--- src/rtl/tracer_forcing_positivity_column_unit_macros.svh ---
// Assertion macros for the tracer forcing column unit.
// Used at the end of the top level; expects clk and rst in scope.
`ifndef TRACER_FORCING_POSITIVITY_COLUMN_UNIT_MACROS_SVH
`define TRACER_FORCING_POSITIVITY_COLUMN_UNIT_MACROS_SVH

// same-cycle implication
`define TFPC_ASSERT_IMP(label, pre, post, msg) \
  label: assert property (@(posedge clk) disable iff (rst) (pre) |-> (post)) \
    else $error(msg);

// next-cycle implication
`define TFPC_ASSERT_NXT(label, pre, post, msg) \
  label: assert property (@(posedge clk) disable iff (rst) (pre) |=> (post)) \
    else $error(msg);

`endif

--- src/rtl/tfpc_pkg.sv ---
// Shared types, widths and constants of the tracer forcing column unit.
// No dependencies; every module imports it.
package tfpc_pkg;

  localparam int DEFAULT_LEVELS      = 64;
  localparam int DEFAULT_MAX_TRACERS = 64;

  localparam int MW  = 48;  // mass, rate, ratio
  localparam int PW  = 47;  // pressures, time step
  localparam int CW  = 31;  // hybrid coefficients
  localparam int IW  = 6;   // tracer and level numbers
  localparam int DPW = 49;  // layer thickness
  localparam int SW  = 56;  // increment sum
  localparam int RIW = 2;   // register index

  localparam logic [PW-1:0] TIME_STEP_RESET    = 47'd16777216;
  localparam logic [PW-1:0] REF_PRESSURE_RESET = 47'd1677721600000;

  localparam logic [MW-1:0] MASS_MAX = {1'b0, {(MW-1){1'b1}}};
  localparam logic [MW-1:0] MASS_MIN = {1'b1, {(MW-1){1'b0}}};
  localparam logic [PW-1:0] PRESS_MAX = {PW{1'b1}};

  typedef enum logic [RIW-1:0] {
    REG_TIME_STEP    = 2'd0,
    REG_REF_PRESSURE = 2'd1,
    REG_MOIST_MODE   = 2'd2
  } reg_idx_t;

  typedef enum logic [1:0] {
    OP_START  = 2'd0,
    OP_DIRECT = 2'd1,
    OP_BUF    = 2'd2
  } op_t;

  typedef enum logic [3:0] {
    S_IDLE, S_INC, S_CLIP, S_MOIST, S_RD, S_LOAD, S_TA_GO, S_TA_WAIT,
    S_TB_GO, S_TB_WAIT, S_CHK, S_DIV, S_EMIT
  } state_t;

  typedef struct packed {
    op_t                  op;
    logic [IW-1:0]        tracer;
    logic [IW-1:0]        level;
    logic                 last;
    logic signed [MW-1:0] mass;
    logic signed [MW-1:0] rate;
    logic [PW-1:0]        ps;
    logic [CW-1:0]        a;
    logic [CW-1:0]        b;
  } cmd_t;

  typedef struct packed {
    logic          start;
    logic [MW-1:0] x;
    logic [MW-1:0] y;
  } mul_req_t;

  typedef struct packed {
    logic            busy;
    logic            done;
    logic [2*MW-1:0] prod;
  } mul_rsp_t;

  typedef struct packed {
    logic           start;
    logic [MW-1:0]  m;
    logic [DPW-1:0] dp;
  } div_req_t;

  typedef struct packed {
    logic          busy;
    logic          done;
    logic [MW-1:0] q;
  } div_rsp_t;

endpackage

--- src/rtl/tfpc_mul.sv ---
// Shift-add multiplier, one bit of x per cycle.
// Depends on tfpc_pkg.
module tfpc_mul import tfpc_pkg::*; (
  input  logic     clk,
  input  logic     rst,
  input  mul_req_t req,
  output mul_rsp_t rsp
);

  logic [2*MW-1:0] acc;
  logic [MW-1:0]   xs, ys;
  logic [5:0]      cnt;
  logic            busy, done;
  logic [MW:0]     step;

  assign step = {1'b0, acc[2*MW-1:MW]} + (xs[0] ? {1'b0, ys} : '0);

  assign rsp.busy = busy;
  assign rsp.done = done;
  assign rsp.prod = acc;

  always_ff @(posedge clk) begin
    if (rst) begin
      busy <= 1'b0;
      done <= 1'b0;
      cnt  <= '0;
    end else begin
      done <= 1'b0;
      if (req.start) begin
        busy <= 1'b1;
        cnt  <= '0;
      end else if (busy) begin
        if (cnt == 6'(MW-1)) begin
          busy <= 1'b0;
          done <= 1'b1;
        end
        cnt <= cnt + 6'd1;
      end
    end
  end

  always_ff @(posedge clk) begin
    if (req.start) begin
      acc <= '0;
      xs  <= req.x;
      ys  <= req.y;
    end else if (busy) begin
      acc <= {step, acc[MW-1:1]};
      xs  <= xs >> 1;
    end
  end

endmodule

--- config.mk ---
export PLATFORM = sky130hd
export DESIGN_NAME = tfpc_mul
export DESIGN_NICKNAME = d
export VERILOG_FILES = /design/src/rtl/tracer_forcing_positivity_column_unit_macros.svh /design/src/rtl/tfpc_pkg.sv /design/src/rtl/tfpc_mul.sv
export SDC_FILE = /design/constraint.sdc
export NUM_CORES = 1
export LEC_CHECK = 0
export ABC_AREA = 0
export BUFFER_PORTS_ARGS = -buffer_cell sky130_fd_sc_hd__buf_2
export CAP_MARGIN = 20
export CORE_AREA = 2 2 203 205
export CTS_CLUSTER_SIZE = 10
export DETAILED_ROUTE_END_ITERATION = 8
export DIE_AREA = 0 0 205 207
export PLACE_DENSITY = 0.41
export SKIP_CTS_REPAIR_TIMING = 1
export SYNTH_ARGS = -nofsm -noshare
export SYNTH_HDL_FRONTEND = slang
export SYNTH_SLANG_ARGS = --single-unit
--- constraint.sdc ---
create_clock -name clk -period 3.2 [get_ports clk]
set_clock_uncertainty 0.05 [all_clocks]
set_input_delay 0.32 -clock clk [delete_from_list [all_inputs] [get_ports clk]]
set_output_delay 0.32 -clock clk [all_outputs]
set_load 0.05 [all_outputs]
==> run metrics <==
yosys warns=0; Port Buf Inserts=196; Worst Path Arrival=3500 ps; Leak=approximately 6 nW; Mapped Nets=1099; post-synth cell types=53; clk root buf=clkbuf_16; final setup fails=0; core area=~40000 µm²; fin util=34.96%; die height=slightly above 200 µm; Design Area, Final=14110 µm²; Placer Congestion=~0.8; commonest cells in the netlist=117 x nor2_1, 104 x dfxtp_1, 96 x edfxtp_1; Area Growth Syn to Fin=42.09%; post-DR wirelength/cell=~16 µm; final-report hold violation count=0; R2R depth=12; Slew @ Worst Pin=673.8 ps; Synth Flop Type=dfxtp_1; clk buf depth=2; CTS sink count=200; Max-cap violations=0; share of the synthesized area in the top cell type=~29%; total CTS buffers=17; sequential fraction of the synthesis area=about half; Detailed Routing Iterations Pass 1=4; die area=42440 µm²; Area after DPL=12280 µm²; global-route total usage across every layer=between 10 and 15%; initial antenna violation count=7; final worst path period share=a little over nine tenths; WP data required=about 3600 ps; largest net degree at the start of global routing=64; first-pass GRT wire length=between 40000 and 50000 µm; Max VDD drop=about 350 µV; synth top area cells=edfxtp_1 29%, dfxtp_1 21%, mux2i_1 6.4%, ha_1 6.2%, mux2_2 5.3%; placed insts=1743; worst-path maximum fanout=6; Antenna Violating Nets Remaining=0; vias in the first global route=8248; htree depth=4; drt initial violations=approximately 360; Post-synth ARST share=0%; # DRC=0; IO Pins=a little under 200; Final min period=about 3100 ps; Critical Path Start Type=flip-flop; Layout fillers=roughly 4.2k; Via Count=8190; insertion delay to the later sink of the worst-skew pair=between 400 and 500 ps; RSZ-0062 raised after global routing=true; Remaining Overflow, GRT=0; worst rel slew slack=55.08%; FMAX=approximately 0.32 GHz; CTS tree=done; Rows=74; most common cell in the netlist=nor2_1; EDFF count, synth=96; hpwl dp=between 20000 and 25000 µm; non-filler cells in the finished layout=around 1.8k; CP Class=reg2reg; Slew Limit Fails=0; Worst Hold Depth=1; Starting Density=between 20 and 25%; layout cells sized above 1=between 30% and 40%; average size of a mapped cell=10.45 µm²; CP Capture Type=flip-flop; dominant cell type by area after synthesis=edfxtp_1; Seq cells post-synth=200; chip width=205 µm; CTS clock-pin slew for the worst setup and hold paths=approximately 80 ps; status=completed; Synth Instances=950; Power Density=approximately 470 nW/µm²; mapped cell area=approximately 10000 µm²; Min-Delay Path Class=in2reg; post-DR vias/cell=4.444; # nets final=between 1k and 1.5k; final wirelength=around 30000 µm
power breakdown:
part / internal [W] / switching (W)
sequential: 0.00287 / 0.000103
combinational: 0.000715 / 0.000848
clock: 0.00103 / 0.00110
total: 0.00462 / 0.00205
per-layer routing:
| layer | vias to the layer above | GRT usage (%) | share of wire [%] |
|---|---|---|---|
| met2 | 156 | 23.02 | 47 |
| met4 | 8 | 3.845 | 1.9 |
| met3 | 39 | 4.972 | 5.4 |
| met1 | 3875 | 17.45 | 46 |
| li1 | 4112 | - | - |
| met5 | - | 0 | 0.20 |
kinds of logic (layout without fill, tap and decap cells):
logic type / count (synthesis) / in the layout / share of synthesized area [%]
fa+ha+maj: 50 / 50 / 6.374
simple gates: 291 / 291 / 13.57
xor+xnor: 42 / 42 / 3.704
buf+inv: 62 / 420 / 2.419
compound gates: 194 / 194 / 12.17
mux: 111 / 111 / 11.78
flops: 200 / 200 / 49.99
other cells: 0 / 3 / 0
state kept, by name, indices dropped and copies added, names as in the netlist:
register  flops
acc          96
busy          1
cnt           6
done          1
xs           48
ys           48
layout by cell type, fill, tap and decap left out, types with 5 or more instances in the layout:
| cell type | n |
|---|---|
| buf_6 | 5 |
| nand2_1 | 55 |
| o21a_1 | 6 |
| and2_4 | 8 |
| xnor2_1 | 23 |
| nand4_1 | 13 |
| inv_1 | 13 |
| a21oi_2 | 10 |
| mux2i_1 | 64 |
| nand3_1 | 16 |
| buf_4 | 119 |
| and2_1 | 45 |
| clkbuf_16 | 19 |
| o21bai_1 | 7 |
| a21oi_1 | 47 |
| xor2_1 | 19 |
| o21ai_0 | 43 |
| ha_1 | 27 |
| ha_4 | 21 |
| o211ai_1 | 6 |
| buf_2 | 196 |
| dlygate4sd3_1 | 48 |
| o21ai_1 | 5 |
| mux2_2 | 47 |
| a21o_1 | 24 |
| nor3_2 | 5 |
| dfxtp_1 | 103 |
| edfxtp_1 | 96 |
| nor2_1 | 112 |
through the flow:
| step | setup WS, ps | hold WS, ps | power (W) | TNS, ps |
|---|---|---|---|---|
| after floorplan | 43.15 | 342.4 | 0.003817 | 0 |
| after global placement | -130.4 | 418.9 | 0.004378 | -674.6 |
| after detailed placement | -157.2 | 427.2 | 0.004376 | -935.4 |
| after CTS | -182.6 | -73.12 | 0.006572 | -1099 |
| after global routing | -42.46 | 7.563 | 0.007036 | -220.3 |
| final | 64.13 | 39.62 | 0.006667 | 0 |
worst max-delay path, stage by stage, from the launching register on:
cell and delay, ps:
edfxtp_1 400, buf_6 160, buf_2 170, and2_1 180, ha_4 280, a21o_1 130
a31oi_2 100, or4_4 440, o31a_1 320, o21ai_2 180, a41oi_2 120, or4_1 490
nand3_1 80
layout make-up:
| type | instances | area (µm²) | area share, % |
|---|---|---|---|
| multi-input cells | 688 | 5313 | 37.65 |
| flip-flops and latches | 200 | 4969 | 35.21 |
| repair buffers | 374 | 2541 | 18.01 |
| well taps | 532 | 665.6 | 4.717 |
| clock buffers | 18 | 429.2 | 3.041 |
| clock inverters | 14 | 135.1 | 0.9575 |
| inverters | 14 | 52.55 | 0.3724 |
| diodes | 3 | 7.507 | 0.05320 |
path summary, 6_finish.rpt:
path	from	endpoint	slack [ps]
max	xs[0]$_DFFE_PP_	acc[94]$_SDFFE_PP0P_	60
min	req[25]	ys[25]$_DFFE_PP_	40
max reg2reg	xs[0]$_DFFE_PP_	acc[94]$_SDFFE_PP0P_	60
min reg2reg	acc[89]$_SDFFE_PP0P_	acc[89]$_SDFFE_PP0P_	430
Power figures use the tool's default switching activity.
