--- src/rtl/tracer_forcing_positivity_column_unit_macros.svh ---
// Assertion macros for the tracer forcing column unit.
// Used at the end of the top level; expects clk and rst in scope.
`ifndef TRACER_FORCING_POSITIVITY_COLUMN_UNIT_MACROS_SVH
`define TRACER_FORCING_POSITIVITY_COLUMN_UNIT_MACROS_SVH

// same-cycle implication
`define TFPC_ASSERT_IMP(label, pre, post, msg) \
  label: assert property (@(posedge clk) disable iff (rst) (pre) |-> (post)) \
    else $error(msg);

// next-cycle implication
`define TFPC_ASSERT_NXT(label, pre, post, msg) \
  label: assert property (@(posedge clk) disable iff (rst) (pre) |=> (post)) \
    else $error(msg);

`endif

--- src/rtl/tfpc_pkg.sv ---
// Shared types, widths and constants of the tracer forcing column unit.
// No dependencies; every module imports it.
package tfpc_pkg;

  localparam int DEFAULT_LEVELS      = 64;
  localparam int DEFAULT_MAX_TRACERS = 64;

  localparam int MW  = 48;  // mass, rate, ratio
  localparam int PW  = 47;  // pressures, time step
  localparam int CW  = 31;  // hybrid coefficients
  localparam int IW  = 6;   // tracer and level numbers
  localparam int DPW = 49;  // layer thickness
  localparam int SW  = 56;  // increment sum
  localparam int RIW = 2;   // register index

  localparam logic [PW-1:0] TIME_STEP_RESET    = 47'd16777216;
  localparam logic [PW-1:0] REF_PRESSURE_RESET = 47'd1677721600000;

  localparam logic [MW-1:0] MASS_MAX = {1'b0, {(MW-1){1'b1}}};
  localparam logic [MW-1:0] MASS_MIN = {1'b1, {(MW-1){1'b0}}};
  localparam logic [PW-1:0] PRESS_MAX = {PW{1'b1}};

  typedef enum logic [RIW-1:0] {
    REG_TIME_STEP    = 2'd0,
    REG_REF_PRESSURE = 2'd1,
    REG_MOIST_MODE   = 2'd2
  } reg_idx_t;

  typedef enum logic [1:0] {
    OP_START  = 2'd0,
    OP_DIRECT = 2'd1,
    OP_BUF    = 2'd2
  } op_t;

  typedef enum logic [3:0] {
    S_IDLE, S_INC, S_CLIP, S_MOIST, S_RD, S_LOAD, S_TA_GO, S_TA_WAIT,
    S_TB_GO, S_TB_WAIT, S_CHK, S_DIV, S_EMIT
  } state_t;

  typedef struct packed {
    op_t                  op;
    logic [IW-1:0]        tracer;
    logic [IW-1:0]        level;
    logic                 last;
    logic signed [MW-1:0] mass;
    logic signed [MW-1:0] rate;
    logic [PW-1:0]        ps;
    logic [CW-1:0]        a;
    logic [CW-1:0]        b;
  } cmd_t;

  typedef struct packed {
    logic          start;
    logic [MW-1:0] x;
    logic [MW-1:0] y;
  } mul_req_t;

  typedef struct packed {
    logic            busy;
    logic            done;
    logic [2*MW-1:0] prod;
  } mul_rsp_t;

  typedef struct packed {
    logic           start;
    logic [MW-1:0]  m;
    logic [DPW-1:0] dp;
  } div_req_t;

  typedef struct packed {
    logic          busy;
    logic          done;
    logic [MW-1:0] q;
  } div_rsp_t;

endpackage

--- src/rtl/tfpc_front.sv ---
// Front end: accepts input beats, classifies them and queues commands.
// Depends on tfpc_pkg.
module tfpc_front import tfpc_pkg::*; #(
  parameter int LEVELS      = DEFAULT_LEVELS,
  parameter int MAX_TRACERS = DEFAULT_MAX_TRACERS
) (
  input  logic                 clk,
  input  logic                 rst,
  input  logic                 push,
  output logic                 full,
  input  logic                 kind,
  input  logic [IW-1:0]        tracer_index,
  input  logic [IW-1:0]        level_index,
  input  logic                 last_level,
  input  logic signed [MW-1:0] tracer_mass,
  input  logic signed [MW-1:0] forcing_rate,
  input  logic [PW-1:0]        surface_pressure_in,
  input  logic [CW-1:0]        a_delta,
  input  logic [CW-1:0]        b_delta,
  output cmd_t                 head,
  output logic                 head_valid,
  input  logic                 take
);

  cmd_t       slot [2];
  cmd_t       in_cmd;
  logic [1:0] cnt;
  logic       wr_ptr, rd_ptr;
  logic       in_range, we;

  assign full       = (cnt == 2'd2);
  assign head_valid = (cnt != 2'd0);
  assign head       = slot[rd_ptr];

  always_comb begin
    in_range = ({1'b0, level_index} < (IW+1)'(LEVELS)) &&
               ({1'b0, tracer_index} < (IW+1)'(MAX_TRACERS));
    // drop level beats outside the configured column
    we = push && !full && (!kind || in_range);
    in_cmd.op     = !kind ? OP_START : ((tracer_index == '0) ? OP_BUF : OP_DIRECT);
    in_cmd.tracer = tracer_index;
    in_cmd.level  = level_index;
    in_cmd.last   = last_level;
    in_cmd.mass   = tracer_mass;
    in_cmd.rate   = forcing_rate;
    in_cmd.ps     = surface_pressure_in;
    in_cmd.a      = a_delta;
    in_cmd.b      = b_delta;
  end

  always_ff @(posedge clk) begin
    if (rst) begin
      cnt    <= 2'd0;
      wr_ptr <= 1'b0;
      rd_ptr <= 1'b0;
    end else begin
      if (we) wr_ptr <= ~wr_ptr;
      if (take) rd_ptr <= ~rd_ptr;
      cnt <= cnt + {1'b0, we} - {1'b0, take};
    end
  end

  always_ff @(posedge clk) begin
    if (we) slot[wr_ptr] <= in_cmd;
  end

endmodule

--- config.mk ---
export PLATFORM = sky130hd
export DESIGN_NAME = tfpc_front
export DESIGN_NICKNAME = d
export VERILOG_FILES = /design/src/rtl/tracer_forcing_positivity_column_unit_macros.svh /design/src/rtl/tfpc_pkg.sv /design/src/rtl/tfpc_front.sv
export SDC_FILE = /design/constraint.sdc
export NUM_CORES = 1
export LEC_CHECK = 0
export BUFFER_PORTS_ARGS = -buffer_cell sky130_fd_sc_hd__buf_2
export CAP_MARGIN = 20
export CORE_ASPECT_RATIO = 0.6
export CORE_UTILIZATION = 40
export DETAILED_ROUTE_END_ITERATION = 6
export GPL_TIMING_DRIVEN = 0
export PLACE_DENSITY = 0.69
export SLEW_MARGIN = 10
export SYNTH_ARGS = -nofsm -noshare
export SYNTH_HDL_FRONTEND = slang
export SYNTH_SLANG_ARGS = --single-unit
--- constraint.sdc ---
create_clock -name clk -period 7.2 [get_ports clk]
set_input_delay 1.08 -clock clk [delete_from_list [all_inputs] [get_ports clk]]
set_output_delay 1.08 -clock clk [all_outputs]
set_load 0.03 [all_outputs]
==> results.sh <==
export IMPL_antenna_found_initial=5
export IMPL_pin_count=445
export IMPL_synth_distinct_cells=22
export IMPL_grt_total_usage_pct=15.4
export IMPL_via_count=8324
export IMPL_layout_drive_gt1_share_pct=60.6
export IMPL_synthArstFlopShare_pct=0
export IMPL_max_freq_mhz=330
export IMPL_first_iter_violations=504
export IMPL_start_util_pct=41.1
export IMPL_final_setup_viol_count=0
export IMPL_ctsLongestPathBuffers=3
export IMPL_die_w_um=262
export IMPL_wirelength_um=33600
export IMPL_wl_per_cell_um=19.1
export IMPL_clock_skew_final_ps=10.6
export IMPL_vdd_drop_max_uv=201
export IMPL_core_area_mm2=0.0394
export IMPL_hpwl_um=23200
export IMPL_htreeDepth=2
export IMPL_clkLatencyLatePin_ps=530
export IMPL_routed_via_density=4.72
export IMPL_worst_slew_margin_rel_pct=43.5
export IMPL_die_h_um=158
export IMPL_drc=0
export IMPL_synthCells=714
export IMPL_setup_worst_path_end_class="output pin"
export IMPL_root_buffer="clkbuf_16"
export IMPL_dieArea_mm2=0.0413
export IMPL_first_pass_iters=4
export IMPL_hold_class="register to register"
export IMPL_clkSlewWorstSetupHoldPaths_ps=60
export IMPL_p_leak_nw=7.61
export IMPL_synth_edf_count=440
export IMPL_numClockSinks=445
export IMPL_io_buffers=444
export IMPL_synth_most_common_cell="edfxtp_1"
export IMPL_fin_cells=1762
export IMPL_finalWorstSetupSlack_ps=4170
export IMPL_power_density_mw_per_mm2=309
export IMPL_rsz0062_at_grt="false"
export IMPL_fin_crit_ps=3030
export IMPL_gp_congestion=0.739
export IMPL_dpl_worst_slack_ps=4120
export IMPL_area_growth_pct=26.4
export IMPL_finalPower_w=0.00633
export IMPL_crit_chain="buf_6, buf_6, mux2_2, buf_2"
export IMPL_worstSetupPathType="register to output pin"
export IMPL_drv_cap=0
export IMPL_worstMarginPinSlew_ps=848
export IMPL_arrival_ps=1950
export IMPL_synth_area_per_cell_um2=22.7
export IMPL_dp_cells=1685
export IMPL_path_common_cell="buf_6"
export IMPL_cts_tree="done"
export IMPL_crit_fanout=10
export IMPL_grt_start_max_net_pins=102
export IMPL_grt_pass1_vias=8563
export IMPL_ys_top_cells_by_area="edfxtp_1 82%, mux2_2 15%, buf_6 1.5%"
export IMPL_syn_nets=939
export IMPL_cts_resized=0
export IMPL_synth_seq_cells=445
export IMPL_outcome="finished clean"
export IMPL_floorplan_rows=56
export IMPL_ant_nets=0
export IMPL_fin_crit_sh_pct=42.0
export IMPL_max_stage_delay_ps=410
export IMPL_synth_common_cells="440 x edfxtp_1, 220 x mux2_2, 22 x buf_6, 5 x dfxtp_1"
export IMPL_final_util_pct=51.9
export IMPL_seq_area_frac_synth_pct=82.2
export IMPL_gr_total_overflow=0
export IMPL_cts_buffers=41
export IMPL_cts_setup_buffers=0
export IMPL_path_delay_family="buffers and inverters"
export IMPL_fill_cells=3224
export IMPL_final_nets=1431
export IMPL_cp_slowest_cell="dfxtp_1"
export IMPL_yosys_area_top_type="edfxtp_1"
export IMPL_synthFlopType="edfxtp_1"
export IMPL_critPathRequiredTime_ps=6120
export IMPL_critical_path_buf_inv_count=3
export IMPL_crit_path_start_kind="register"
export IMPL_syn_cell_area_mm2=0.0162
export IMPL_drv_slew=0
export IMPL_ctsHoldBuffers=0
export IMPL_yosys_warnings=0
export IMPL_hold_violations=0
export IMPL_yosys_area_top_type_share_pct=81.6
export IMPL_grt_first_pass_wirelength_um=48200
export IMPL_worst_hold_slack_ps=497
-- kinds of logic (layout without fill, tap and decap cells) --
group | after synthesis | in the layout | synth area share, %
adders and majority gates | 2 | 2 | 0.154
AOI/OAI and AO/OA | 3 | 3 | 0.108
and+or+nand+nor | 14 | 14 | 0.456
other | 0 | 2 | 0
buffers and inverters | 28 | 552 | 1.68
xor gates and xnor gates | 2 | 2 | 0.108
DFF | 445 | 445 | 82.2
muxes | 220 | 220 | 15.3
-- worst reg2reg max path: cells and delay by family (launching register included) --
kind          cells  cell delay, ps
buf+inv           2             730
flops             1             340
simple gates      2             940
-- area by class of cell --
type	count	area, um2	area share [%]
antenna	2	5.00	0.0245
buffer	24	258	1.26
clock buffer	60	1160	5.67
clock inverter	15	78.8	0.385
inverter	4	22.5	0.110
multi-input combinational	241	2620	12.8
sequential	445	13300	65.0
tap	522	653	3.19
timing repair buffer	449	2360	11.5
-- state kept, by name, indices dropped and copies added (netlist names), named ones only --
signal	count
cnt	2
rd_ptr	1
slot	440
wr_ptr	1
-- final timing paths --
check | start | endpoint | slack (ps) | cells past startpoint
worst max-delay path | register | head[38] | 4170 | 4
worst min-delay path | wr_ptr | wr_ptr | 500 | 2
worst max register to register | cnt[0] | slot[1][101] | 4830 | 4
worst min register to register | wr_ptr | wr_ptr | 500 | 2
-- layout by cell type, fill, tap and decap left out --
master / netlist / final
nand2_1: 1 / 1
or3_1: 1 / 1
buf_6: 22 / 22
edfxtp_1: 440 / 440
nor4_1: 1 / 1
a21oi_1: 1 / 1
a21boi_0: 1 / 1
clkbuf_8: 0 / 2
or2_2: 1 / 1
xnor2_1: 1 / 1
nor2b_1: 1 / 1
and3_1: 2 / 1
clkinv_4: 0 / 2
nor3_1: 1 / 1
clkbuf_16: 0 / 43
clkbuf_1: 0 / 15
o21ai_0: 1 / 1
dfxtp_1: 5 / 5
xor2_1: 1 / 1
and2_1: 1 / 1
nor2_1: 4 / 4
clkinv_1: 0 / 6
buf_2: 2 / 446
mux2_2: 220 / 220
inv_6: 0 / 1
buf_16: 0 / 5
inv_8: 0 / 1
ha_1: 2 / 2
nand2b_1: 1 / 1
diode_2: 0 / 2
and3_4: 0 / 1
inv_1: 4 / 3
clkinv_2: 0 / 6
-- routing by layer --
| layer | share of wire [%] | wire length [um] | vias to the layer above | GRT usage, % |
|---|---|---|---|---|
| met5 | 0.065 | 22 | - | 0 |
| met4 | 1.9 | 636 | 4 | 3.99 |
| met3 | 7.9 | 2650 | 57 | 5.12 |
| met2 | 49 | 16400 | 266 | 25.5 |
| met1 | 41 | 13900 | 4144 | 19.4 |
| li1 | - | - | 3853 | - |
-- where the power goes --
part,switching (W),internal [W]
clock,0.000898,0.00112
combinational,0.000751,0.000379
sequential,0.0000487,0.00313
-- through the flow --
step / area (um2) / TNS [ps]
after global routing: 20500 / 0
final: 20500 / 0
after CTS: 20500 / 0
after global placement: 19100 / -946770
after detailed placement: 19200 / 0
after floorplan: 16200 / 0
Note: power is estimated with default switching activity, not from simulation.
