==> config.mk <==
export PLATFORM = sky130hd
export DESIGN_NAME = tfpc_div
export DESIGN_NICKNAME = d
export VERILOG_FILES = /design/src/rtl/tracer_forcing_positivity_column_unit_macros.svh /design/src/rtl/tfpc_pkg.sv /design/src/rtl/tfpc_div.sv
export SDC_FILE = /design/constraint.sdc
export NUM_CORES = 1
export LEC_CHECK = 0
export BUFFER_PORTS_ARGS = -buffer_cell sky130_fd_sc_hd__clkbuf_2
export CORE_ASPECT_RATIO = 0.5
export CORE_UTILIZATION = 30
export CTS_BUF_LIST = sky130_fd_sc_hd__clkbuf_4
export DETAILED_ROUTE_END_ITERATION = 12
export REMOVE_ABC_BUFFERS = 1
export SLEW_MARGIN = 20
export SYNTH_ARGS = -nofsm -noshare
export SYNTH_HDL_FRONTEND = slang
export SYNTH_SLANG_ARGS = --single-unit
==> constraint.sdc <==
create_clock -name clk -period 3 [get_ports clk]
set_input_delay 0.3 -clock clk [delete_from_list [all_inputs] [get_ports clk]]
set_output_delay 0.3 -clock clk [all_outputs]
set_load 0.02 [all_outputs]
==> src/rtl/tracer_forcing_positivity_column_unit_macros.svh <==
// Assertion macros for the tracer forcing column unit.
// Used at the end of the top level; expects clk and rst in scope.
`ifndef TRACER_FORCING_POSITIVITY_COLUMN_UNIT_MACROS_SVH
`define TRACER_FORCING_POSITIVITY_COLUMN_UNIT_MACROS_SVH

// same-cycle implication
`define TFPC_ASSERT_IMP(label, pre, post, msg) \
  label: assert property (@(posedge clk) disable iff (rst) (pre) |-> (post)) \
    else $error(msg);

// next-cycle implication
`define TFPC_ASSERT_NXT(label, pre, post, msg) \
  label: assert property (@(posedge clk) disable iff (rst) (pre) |=> (post)) \
    else $error(msg);

`endif

==> src/rtl/tfpc_pkg.sv <==
// Shared types, widths and constants of the tracer forcing column unit.
// No dependencies; every module imports it.
package tfpc_pkg;

  localparam int DEFAULT_LEVELS      = 64;
  localparam int DEFAULT_MAX_TRACERS = 64;

  localparam int MW  = 48;  // mass, rate, ratio
  localparam int PW  = 47;  // pressures, time step
  localparam int CW  = 31;  // hybrid coefficients
  localparam int IW  = 6;   // tracer and level numbers
  localparam int DPW = 49;  // layer thickness
  localparam int SW  = 56;  // increment sum
  localparam int RIW = 2;   // register index

  localparam logic [PW-1:0] TIME_STEP_RESET    = 47'd16777216;
  localparam logic [PW-1:0] REF_PRESSURE_RESET = 47'd1677721600000;

  localparam logic [MW-1:0] MASS_MAX = {1'b0, {(MW-1){1'b1}}};
  localparam logic [MW-1:0] MASS_MIN = {1'b1, {(MW-1){1'b0}}};
  localparam logic [PW-1:0] PRESS_MAX = {PW{1'b1}};

  typedef enum logic [RIW-1:0] {
    REG_TIME_STEP    = 2'd0,
    REG_REF_PRESSURE = 2'd1,
    REG_MOIST_MODE   = 2'd2
  } reg_idx_t;

  typedef enum logic [1:0] {
    OP_START  = 2'd0,
    OP_DIRECT = 2'd1,
    OP_BUF    = 2'd2
  } op_t;

  typedef enum logic [3:0] {
    S_IDLE, S_INC, S_CLIP, S_MOIST, S_RD, S_LOAD, S_TA_GO, S_TA_WAIT,
    S_TB_GO, S_TB_WAIT, S_CHK, S_DIV, S_EMIT
  } state_t;

  typedef struct packed {
    op_t                  op;
    logic [IW-1:0]        tracer;
    logic [IW-1:0]        level;
    logic                 last;
    logic signed [MW-1:0] mass;
    logic signed [MW-1:0] rate;
    logic [PW-1:0]        ps;
    logic [CW-1:0]        a;
    logic [CW-1:0]        b;
  } cmd_t;

  typedef struct packed {
    logic          start;
    logic [MW-1:0] x;
    logic [MW-1:0] y;
  } mul_req_t;

  typedef struct packed {
    logic            busy;
    logic            done;
    logic [2*MW-1:0] prod;
  } mul_rsp_t;

  typedef struct packed {
    logic           start;
    logic [MW-1:0]  m;
    logic [DPW-1:0] dp;
  } div_req_t;

  typedef struct packed {
    logic          busy;
    logic          done;
    logic [MW-1:0] q;
  } div_rsp_t;

endpackage

==> src/rtl/tfpc_div.sv <==
// Restoring divider: (m << 24) / dp, one quotient bit per cycle.
// Depends on tfpc_pkg; the caller screens out overflow and zero divisors.
module tfpc_div import tfpc_pkg::*; (
  input  logic     clk,
  input  logic     rst,
  input  div_req_t req,
  output div_rsp_t rsp
);

  localparam int NW = MW + 24;

  logic [NW-1:0]  num;
  logic [DPW-1:0] dp, rem;
  logic [MW-1:0]  q;
  logic [6:0]     cnt;
  logic           busy, done;
  logic [DPW:0]   r2;
  logic           ge;

  always_comb begin
    r2 = {rem, num[NW-1]};
    ge = (r2 >= {1'b0, dp});
  end

  assign rsp.busy = busy;
  assign rsp.done = done;
  assign rsp.q    = q;

  always_ff @(posedge clk) begin
    if (rst) begin
      busy <= 1'b0;
      done <= 1'b0;
      cnt  <= '0;
    end else begin
      done <= 1'b0;
      if (req.start) begin
        busy <= 1'b1;
        cnt  <= '0;
      end else if (busy) begin
        if (cnt == 7'(NW-1)) begin
          busy <= 1'b0;
          done <= 1'b1;
        end
        cnt <= cnt + 7'd1;
      end
    end
  end

  always_ff @(posedge clk) begin
    if (req.start) begin
      num <= {req.m, 24'd0};
      dp  <= req.dp;
      rem <= '0;
      q   <= '0;
    end else if (busy) begin
      num <= num << 1;
      rem <= ge ? DPW'(r2 - {1'b0, dp}) : r2[DPW-1:0];
      q   <= {q[MW-2:0], ge};
    end
  end

endmodule

==> key figures, run 1 <==
Run status
  • Outcome: completed

Pwr
  • Peak VDD IR: 0.291 mV
  • Switching Fraction: 30.0%
  • PD cells: 531 nW/µm²
  • Clk pwr share: 33.1%
  • Leakage: 6.03 nW
  • Internal: roughly 0.0053 W
  • Psw: 0.00229 W
  • Sequential Power Share: 42.0%
  • Combinational group share of total power: 24.9%

Yosys
  • Synth cell count leaders: nor2_1, dfxtp_1, edfxtp_1
  • Register area share after synthesis: 46.1%
  • Mapped cell area: 10900 µm²
  • Yosys top cell by area: edfxtp_1
  • Post-synth EDFFs: 97
  • Top post-synthesis cells by area: edfxtp_1, dfxtp_1, mux2i_1, ha_1, nor2_1
  • Ys async rst share: 0%
  • Flops & latches, synth: 203
  • Syn. warnings: 0
  • Most common cell in the netlist: nor2_1
  • Top cell type's share of synthesized area: a little over a quarter
  • Mapped Cells: 1087
  • Yosys cell types: 68
  • Synth Area per Inst: around 10 µm²
  • Synth Flop Type: dfxtp_1

Final layout
  • Storage element area: 5040 µm²
  • Core Util, Final: 40.8%
  • Area of the multi-input gates: 5470 µm²
  • Nets@finish: 1537
  • Final Cell Area: 14400 µm²
  • Layout area overhead: 31.4%
  • Fillers: 3423
  • Share of cells above drive strength 1: 26.8%

GRT
  • Number of global-route vias before repair: 9050
  • First-pass GRT wire length: 44900 µm
  • Initial antenna violation count: 1
  • Largest net degree at the start of global routing: 147
  • Total gr overflow: 0
  • GRT Overall Usage: 14.7%

Critical path
  • Reg2reg start: num[71]
  • Startpoint types: flop
  • Worst EP required: 3.57 ns
  • Critical path class: flop to flop
  • Worst r2r dst: rem[48]
  • R2R cell count: 14
  • Arr. time, crit path: roughly 3.5 ns
  • R2r setup slk: ~0.033 ns
  • CP Max Fanout: 14
  • Crit path capture type: flop

Floorplan
  • Die H: 137 µm
  • Row Count: 48
  • Initial core utilization: about 31%
  • Core Box Area: 35100 µm²
  • Die W: 272 µm
  • Number of top-level pins: 150
  • Die Area: around 37000 µm²

Timing
  • Worst setup margin: 0.0331 ns
  • Peak Freq: 0.337 GHz
  • Unrepaired setup endpoints after global routing: true
  • Max-slew headroom: 40.0%
  • Final Hold Vio Count: 0
  • Final setup viols: 0
  • Final Max Slew Viols: 0
  • Fin crit period: 2.97 ns
  • Clock Skews: 0.0504 ns
  • Final Cycle Share: 98.9%
  • Worst-margin pin slew: 0.900 ns
  • Setup_tns: 0 ns

Clock tree
  • Clock latency on the worst-skew pair: 0.71 ns
  • Clk root buf: clkbuf_4
  • CTS tree: yes
  • TritonCTS Buffers: 51
  • TritonCTS Sinks: between 200 and 250
  • H-tree depth: 2
  • Worst-path clk slew: around 0.08 ns
  • Max Root-Sink Buffers: 3

Drt
  • Iter 0 DRT Violations: 564
  • Via density per instance: approximately 4.8
  • First-pass DRT Iterations: 5
  • Post-DRT Antenna Nets: 0
  • Drt wl/cell: between 10 and 15 µm
  • Vias: 9187
  • Residual DRC: 0
  • Post-Route WL: 27600 µm

Placement
  • Gpl congestion: 0.897
  • HPWL after DPL: 19100 µm
  • Placed inst area: between 10000 and 15000 µm²
  • Dpl ws: -0.0766 ns
  • Port Buffer Count: 149

Worst hold path
  • Hold_sp: req[97]
  • Hold Path Cell Cnt: 3
  • Min-delay worst type: input pin to flop
  • Worst Hold End: q[35]

Job
  • Max Cap Viol: 0
[power by group through the flow]
stage | registers, W | clock network [W] | logic [W]
finish | 0.00320 | 0.00253 | 0.00190
global route | 0.00322 | 0.00278 | 0.00208
CTS | 0.00320 | 0.00262 | 0.00182
detailed placement | 0.00326 | 0 | 0.00170
global placement | 0.00326 | 0 | 0.00167
floorplan | 0.00327 | 0 | 0.00111
[worst max-delay path by stage]
stage / startpoint / endpoint / cells after the start
global route: num[71] / rem[36] / 14
global placement: dp[6] / rem[43] / 13
finish: num[71] / rem[48] / 14
CTS: num[71] / rem[32] / 14
detailed placement: num[71] / rem[5] / 14
floorplan: busy / num[24] / 2
[sequential cells by signal, indices dropped and copies added, names as in the netlist]
register	flops
q	48
rem	49
busy	1
num	48
done	1
cnt	7
dp	49
[critical path, stage by stage (launching register included)]
cell,delay (ns)
edfxtp_1,0.39
inv_1,0.07
ha_1,0.15
inv_1,0.05
fa_2,0.34
a21o_1,0.20
a311o_1,0.34
nand4_1,0.13
nand4_1,0.15
nand3_2,0.13
a31oi_2,0.09
or2_4,0.29
buf_12,0.17
mux2i_1,0.12
a211oi_1,0.22
[per-stage QoR]
step / hold slack (ns) / total power [W] / std cells
final: 0.164 / 0.00762 / 1903
after global routing: 0.124 / 0.00808 / 1903
after CTS: 0.103 / 0.00765 / 1895
after detailed placement: 0.467 / 0.00496 / 1701
after global placement: 0.466 / 0.00493 / 1701
after floorplan: 0.369 / 0.00438 / 1021
[per-layer routing]
layer  track usage, %  vias to the layer above  routed length [µm]
met2             25.6                      169               13300
met1             18.2                     4402               12600
met4             4.99                        0                 623
met3             2.98                       55                1130
li1                 -                     4561                   -
met5                0                        -                   0
[final cells by class]
class                           instances  area share, %
Timing Repair Buffer                  312           16.2
Clock buffer                           75           3.92
Sequential cell                       203           35.1
Multi-Input combinational cell        760           38.1
Antenna cell                            1         0.0174
Inverter                               58           1.52
Clock inverter                         19          0.942
Tap cell                              475           4.14
[cells in the final DEF, fill, tap and decap left out, drive strengths merged, types with 6 or more instances in the layout]
master and n:
o21ai 44, xor2 24, clkinv 16, clkbuf 223
o21bai 6, edfxtp 97, nand3 15, xnor2 25
nand4 27, mux2i 85, o21a 9, and3 7
inv 59, dfxtp 106, dlygate4sd3 98, ha 50
buf 66, nor2 144, nor3 16, a211oi 45
or3 7, mux2 47, a21o 17, nand2 59
a21oi 64
[cell families (layout without fill, tap and decap cells)]
group                    Yosys count  count (layout)  synth area share [%]
AND/OR/NAND/NOR                  303             303                  12.9
AO/OA/AOI/OAI                    225             225                  13.3
flip-flops                       203             203                  46.1
multiplexers                     132             132                  12.6
buffers and inverters            124             464                  5.25
adder cells (fa/ha/maj)           51              51                  5.91
XOR/XNOR                          49              49                  3.93
other                              0               1                     0
[repair_timing]
action,CTS,global route
hold buffers,98,0
hold endpoints to repair,106,0
endpoints found under the setup margin,43,50
cloned,0,0
pin swaps,17,26
buffers inserted,2,7
gates resized for setup,5,30
Note: power is estimated with default switching activity, not from simulation.
==> run 2, diff against run 1 <==
--- a/config.mk
+++ b/config.mk
@@ -7,6 +7,7 @@
 export LEC_CHECK = 0
 export BUFFER_PORTS_ARGS = -buffer_cell sky130_fd_sc_hd__clkbuf_2
 export CORE_ASPECT_RATIO = 0.5
+export CORE_MARGIN = 10
 export CORE_UTILIZATION = 30
 export CTS_BUF_LIST = sky130_fd_sc_hd__clkbuf_4
 export DETAILED_ROUTE_END_ITERATION = 12
==> run 2 against run 1 <==
Compared with the run above: the flow now finishes with violations (negative setup slack); sequential power barely moved; first-iteration DRC count down 20%; core utilization increased by 0.17 points; total power up 2.6%; highest routed layer unchanged; critical path depth did not move; register-to-register slack lost 0.07 ns; non-clock buffer count increased by 24; critical path type unchanged; flip-flop and latch count unchanged; clock power is 2% higher.
==> key figures, run 2 (synthesis results as in run 1) <==
Clock tree
  • Clk root buf: clkbuf_4
  • H-tree depth: 2
  • Max Root-Sink Buffers: 3
  • TritonCTS Sinks: between 200 and 250
  • Clock latency on the worst-skew pair: 0.75 ns
  • TritonCTS Buffers: 53
  • Worst-path clk slew: 0.07 ns
  • CTS tree: yes

Final layout
  • Final Cell Area: 14700 µm²
  • Layout area overhead: 34.9%
  • Nets@finish: 1563
  • Share of cells above drive strength 1: between 30% and 40%
  • Most frequent cells in the layout: clkbuf_2, nor2_1, dfxtp_1, dlygate4sd3_1, edfxtp_1
  • Biggest regs: dp x49, rem x49
  • Commonest non-fill, non-tap cell in the layout: clkbuf_2
  • Layout Cells excl Fill: around 1900
  • Core Util, Final: 41.0%

Timing
  • Fin crit period: about 3.0 ns
  • Fin Hold WS: 0.102 ns
  • Max-slew headroom: 48.1%
  • Final Hold Vio Count: 0
  • Clock Skews: approximately 0.058 ns
  • Worst-margin pin slew: 0.778 ns
  • Peak Freq: 0.329 GHz
  • Final setup viols: 1
  • Worst setup margin: -0.0384 ns
  • Unrepaired setup endpoints after global routing: true
  • Final Cycle Share: 101%
  • Final Max Slew Viols: 0

GRT
  • Largest net degree at the start of global routing: roughly 150
  • Total gr overflow: 0
  • GRT Overall Usage: 12.5%
  • Number of global-route vias before repair: slightly above 9000
  • First-pass GRT wire length: 47500 µm
  • Initial antenna violation count: 3

Worst hold path
  • Min-delay worst type: input pin to flop
  • Hold_sp: req[97]
  • Worst Hold End: num[42]
  • Hold Path Cell Cnt: 2

Critical path
  • Worst r2r dst: rem[40]
  • Arr. time, crit path: 3.65 ns
  • R2R cell count: 14
  • R2r setup slk: -0.04 ns
  • Crit path capture type: flop
  • CP Max Fanout: 7
  • Worst EP required: between 3 and 4 ns
  • Startpoint types: flop
  • Reg2reg start: num[71]
  • Critical path class: flop to flop

Run status
  • Outcome: finished with violations
  • Violated checks: negative setup slack

Drt
  • Vias: 9123
  • Post-DRT Antenna Nets: 0
  • DR WL met2: 15100 µm
  • DR WL met3: ~990 µm
  • Max Used Layer: met4
  • Drt wl/cell: about 15 µm
  • Met1 wire length: 12900 µm
  • Via density per instance: 4.69
  • Residual DRC: 0
  • First-pass DRT Iterations: 5
  • Post-Route WL: 29600 µm
  • Iter 0 DRT Violations: 452

Floorplan
  • Die W: roughly 290 µm
  • Initial core utilization: 30.4%
  • Row Count: between 40 and 50
  • Die Area: 44900 µm²
  • Core Box Area: ~36000 µm²
  • Die H: between 150 and 200 µm
  • Number of top-level pins: 150

Pwr
  • Peak VDD IR: 0.227 mV
  • Leakage: 6.19 nW
  • PD cells: between 500 and 600 nW/µm²
  • Power, Total: ~0.0078 W

Placement
  • Gpl congestion: slightly above 0.8
  • Port Buffer Count: roughly 150
  • Placed inst area: 12600 µm²
  • Placed cell count: about 1700
  • HPWL after DPL: ~20000 µm

Job
  • Max Cap Viol: 0
-- run 2: changes by cell type in the layout (fill, tap and decap cells not counted), sizes merged --
| cell | delta |
|---|---|
| diode | +3 |
| clkbuf | +18 |
| buf | +22 |
| clkinv | -8 |
| bufinv | -2 |
-- run 2: routing by layer --
metal  up-vias  global-route usage [%]
li1       4617                       -
met1      4314                    14.8
met2       147                    22.4
met3        45                    2.45
met4         0                    4.08
met5         -                       0
-- run 2: power by group --
part	switching [W]	internal (W)	leakage (nW)
logic	0.00105	0.000984	3.92
clock network	0.00122	0.00137	0.443
registers	0.0000926	0.00311	1.83
-- run 2: through the flow --
stage,TNS [ns],worst slack [ns]
after floorplan,-268.16,-3.13
after global placement,0,0.0266
after detailed placement,-2.54,-0.140
after CTS,0,0.0154
after global routing,-6.09,-0.203
final,-0.0384,-0.0384
-- run 2: cell type report --
| cell class | instances | area, µm² |
|---|---|---|
| Antenna cell | 4 | 10.0 |
| Clock buffer | 91 | 683 |
| Clock inverter | 9 | 50.0 |
| Fill cell | 3565 | 21200 |
| Inverter | 58 | 218 |
| Multi-Input combinational cell | 760 | 5580 |
| Sequential cell | 203 | 5040 |
| Tap cell | 484 | 606 |
| Timing Repair Buffer | 336 | 2550 |
-- run 2: worst max path at each step --
| stage | endpoint | slack, ns | cells after the start | start |
|---|---|---|---|---|
| detailed placement | rem[38] | -0.14 | 14 | num[71] |
| global placement | rem[38] | 0.03 | 14 | num[71] |
| floorplan | num[24] | -3.13 | 2 | busy |
| CTS | rem[9] | 0.02 | 12 | dp[35] |
| finish | rem[40] | -0.04 | 14 | num[71] |
| global route | rem[40] | -0.20 | 14 | num[71] |
-- run 2: critical path, cell delays in order, from the launching register on --
cell and delay [ns]:
edfxtp_1 0.38, inv_1 0.07, ha_2 0.17, inv_2 0.04, fa_2 0.34, a21o_1 0.18
a311o_1 0.29, nand4_1 0.15, nand4_1 0.17, nand3_2 0.15, a31oi_4 0.09, or2_4 0.35
buf_6 0.18, mux2i_2 0.15, a211oi_2 0.24
-- run 2: what timing repair did --
| action | 4_1_cts | 5_1_grt |
|---|---|---|
| hold buffers | 98 | 0 |
| hold endpoints to repair | 106 | 0 |
| pin swaps | 11 | 39 |
| gates cloned | 1 | 2 |
| gates resized for setup | 4 | 57 |
| endpoints found under the setup margin | 46 | 50 |
| setup buffers | 3 | 9 |
==> run 3, diff against run 2 <==
--- a/config.mk
+++ b/config.mk
@@ -5,6 +5,7 @@
 export SDC_FILE = /design/constraint.sdc
 export NUM_CORES = 1
 export LEC_CHECK = 0
+export ABC_AREA = 1
 export BUFFER_PORTS_ARGS = -buffer_cell sky130_fd_sc_hd__clkbuf_2
 export CORE_ASPECT_RATIO = 0.5
 export CORE_MARGIN = 10
==> run 3 against run 2 <==
Compared with the run above: the flow now finishes without violations; synthesized area is 9.6% higher; clock power is 3% lower; setup slack better by 0.26 ns; register-to-register slack better by 0.26 ns; worst hold slack worse by 0.043 ns; non-clock buffer count is 40 lower; core utilization is 2.0 points lower; total power is 19% lower; critical path depth stayed put; highest routed layer unchanged.
==> key figures, run 3 <==
Clock tree
  • H-tree depth: 2
  • CTS tree: yes
  • Max Root-Sink Buffers: 3
  • TritonCTS Buffers: between 50 and 60
  • Clk root buf: clkbuf_4
  • Worst-path clk slew: approximately 0.07 ns
  • Clock latency on the worst-skew pair: 0.73 ns
  • TritonCTS Sinks: roughly 200

Drt
  • Post-DRT Antenna Nets: 0
  • Residual DRC: 0
  • Drt wl/cell: 13.9 µm
  • Vias: 11489
  • Iter 0 DRT Violations: 798
  • First-pass DRT Iterations: 5
  • Post-Route WL: 36300 µm
  • Via density per instance: 4.40

Pwr
  • PD cells: 416 nW/µm²
  • Power, Total: 0.00637 W
  • Combinational group share of total power: 12.0%
  • Psw: between 0.0015 and 0.002 W
  • Clk pwr share: 39.6%
  • Peak VDD IR: 0.225 mV
  • Internal: 0.00466 W
  • Switching Fraction: 26.9%
  • Leakage: about 7.8 nW
  • Sequential Power Share: 48.5%

GRT
  • Total gr overflow: 0
  • Number of global-route vias before repair: 11376
  • First-pass GRT wire length: just under 60000 µm
  • GRT Overall Usage: around 15%
  • Largest net degree at the start of global routing: 61
  • Initial antenna violation count: 5

Timing
  • Final Max Slew Viols: 0
  • Unrepaired setup endpoints after global routing: false
  • Final setup viols: 0
  • Final Cycle Share: 92.6%
  • Setup_tns: 0 ns
  • Final Hold Vio Count: 0
  • Fin crit period: ~2.8 ns
  • Max-slew headroom: 44.1%
  • Clock Skews: 0.0328 ns
  • Worst-margin pin slew: 0.838 ns
  • Peak Freq: 0.360 GHz

Critical path
  • R2R cell count: 14
  • Reg2reg start: num[71]
  • Critical path class: flop to flop
  • Crit path capture type: flop
  • Slowest stage cell on the critical path: edfxtp_1
  • WP depth: 14
  • Crit path cell chain: inv_1, ha_1, inv_1, fa_1, nand3_1, nand3_2, nand2_1, nand2_2, nand3b_4, nand2_8, buf_12, or2_1, nand3_1, nand2_1
  • Worst EP required: 3.60 ns
  • Startpoint types: flop
  • Crit path from: num[71]
  • Max stage delay on crit path: 0.49 ns
  • Family with the most delay on the worst path: simple AND/OR/NAND/NOR gates
  • CP Max Fanout: 43
  • Number of buffers and inverters on the critical path: 3
  • Arr. time, crit path: roughly 3.4 ns

Final layout
  • Nets@finish: ~2200
  • Biggest regs: dp x49, rem x49
  • Storage element area: 5040 µm²
  • Share of cells above drive strength 1: between 10% and 20%
  • Area of the multi-input gates: 5490 µm²
  • Fillers: 4177
  • Layout Cells excl Fill: ~2600
  • Layout area overhead: 27.8%
  • Most frequent cells in the layout: nand2_1, inv_1, clkbuf_2, nor2_1
  • Commonest non-fill, non-tap cell in the layout: nand2_1

Job
  • Max Cap Viol: 0

Yosys
  • Synth cell count leaders: nand2_1, inv_1, nor2_1
  • Most common cell in the netlist: nand2_1
  • Synth Flop Type: dfxtp_1
  • Yosys top cell by area: edfxtp_1
  • Top cell type's share of synthesized area: about a quarter
  • Post-synth EDFFs: 97
  • Syn. warnings: 0
  • Yosys cell types: 41
  • Synth Area per Inst: 6.93 µm²
  • Mapped cell area: 12000 µm²
  • Ys async rst share: 0%
  • Mapped Cells: about 1700
  • Flops & latches, synth: 203
  • Top post-synthesis cells by area: edfxtp_1, nand2_1, dfxtp_1, inv_1, ha_1
  • Register area share after synthesis: 42.0%

Floorplan
  • Die H: between 150 and 200 µm
  • Die Area: a little under 50000 µm²
  • Initial core utilization: between 30% and 40%
  • Number of top-level pins: 150
  • Row Count: 51
  • Die W: 303 µm
  • Core Box Area: 39200 µm²

Placement
  • HPWL after DPL: between 20000 and 30000 µm
  • Placed cell count: around 2400
  • Port Buffer Count: 149
  • Gpl congestion: slightly below 1

Worst hold path
  • Hold_sp: req[97]
  • Hold Path Cell Cnt: 3
  • Min-delay worst type: input pin to flop

Run status
  • Outcome: completed
[run 3: changes by cell type after synthesis, moves of 12 or more]
| cell | previous run | this run |
|---|---|---|
| mux2_2 | 47 | 0 |
| nand2_1 | 58 | 640 |
| a21o_1 | 17 | 1 |
| o22ai_1 | 1 | 45 |
| xor2_1 | 24 | 5 |
| mux2i_1 | 85 | 0 |
| a211oi_1 | 45 | 0 |
| a21oi_1 | 64 | 52 |
| inv_1 | 58 | 319 |
| nand3_1 | 15 | 86 |
[run 3: kinds of logic after synthesis]
| group | after synthesis | synth area share [%] |
|---|---|---|
| DFF | 203 | 42.0 |
| and+or+nand+nor | 933 | 32.0 |
| adders and majority gates | 51 | 5.39 |
| AOI/OAI and AO/OA | 142 | 6.85 |
| xor gates and xnor gates | 20 | 1.46 |
| buffers and inverters | 380 | 12.3 |
[run 3: path summary, 6_finish.rpt]
kind                            endpoint  slack (ns)
worst min-delay path             num[26]        0.06
worst max register to register   rem[44]        0.22
worst min register to register     q[47]        0.47
worst max-delay path             rem[44]        0.22
[run 3: cell type report]
type / instances / area share [%]
Timing Repair Buffer: 296 / 14.1
Clock buffer: 71 / 3.48
Inverter: 331 / 8.13
Clock inverter: 26 / 1.09
Antenna cell: 5 / 0.0817
Sequential cell: 203 / 32.9
Tap cell: 530 / 4.33
Multi-Input combinational cell: 1147 / 35.8
[run 3: what timing repair did]
action | 4_1_cts | 5_1_grt
hold buffers | 105 | 0
setup buffers | 0 | 3
hold endpoints to repair | 106 | 0
pin swaps | 1 | 1
setup endpoints to repair | 15 | 27
gates cloned | 1 | 0
resized for setup | 0 | 1
[run 3: stage by stage]
step / area, µm² / util, % / setup slack [ns] / hold slack [ns]
2_1_floorplan: 11800 / - / -0.997 / 0.372
3_3_place_gp: 13500 / 34.5 / -0.0770 / 0.450
3_5_place_dp: 13500 / 34.5 / -0.115 / 0.461
4_1_cts: 15300 / 39.0 / 0.0216 / 0.000842
5_1_grt: 15300 / 39.1 / 0.0395 / 0.0321
6_report: 15300 / 39.1 / 0.223 / 0.0600
[run 3: worst register-to-register path, stage by stage, from the launching register on]
cell and delay [ns]:
edfxtp_1 0.49, inv_1 0.10, ha_1 0.17, inv_1 0.09, fa_1 0.43, nand3_1 0.13, nand3_2 0.17, nand2_1 0.12
nand2_2 0.10, nand3b_4 0.12, nand2_8 0.16, buf_12 0.24, or2_1 0.23, nand3_1 0.08, nand2_1 0.05
[run 3: routing by layer]
layer	wire, µm	track usage (%)	up-vias
met5	0	0	-
met4	885	4.75	0
met3	1900	2.87	65
met2	17100	24.9	257
met1	16400	18.6	5142
li1	-	-	6025
[run 3: power groups by stage]
stage | Clock, W | Sequential, W | Combinational, W
6_report | 0.00252 | 0.00309 | 0.000761
3_5_place_dp | 0 | 0.00315 | 0.000650
5_1_grt | 0.00278 | 0.00310 | 0.000862
2_1_floorplan | 0 | 0.00314 | 0.000367
4_1_cts | 0.00262 | 0.00309 | 0.000768
3_3_place_gp | 0 | 0.00314 | 0.000651
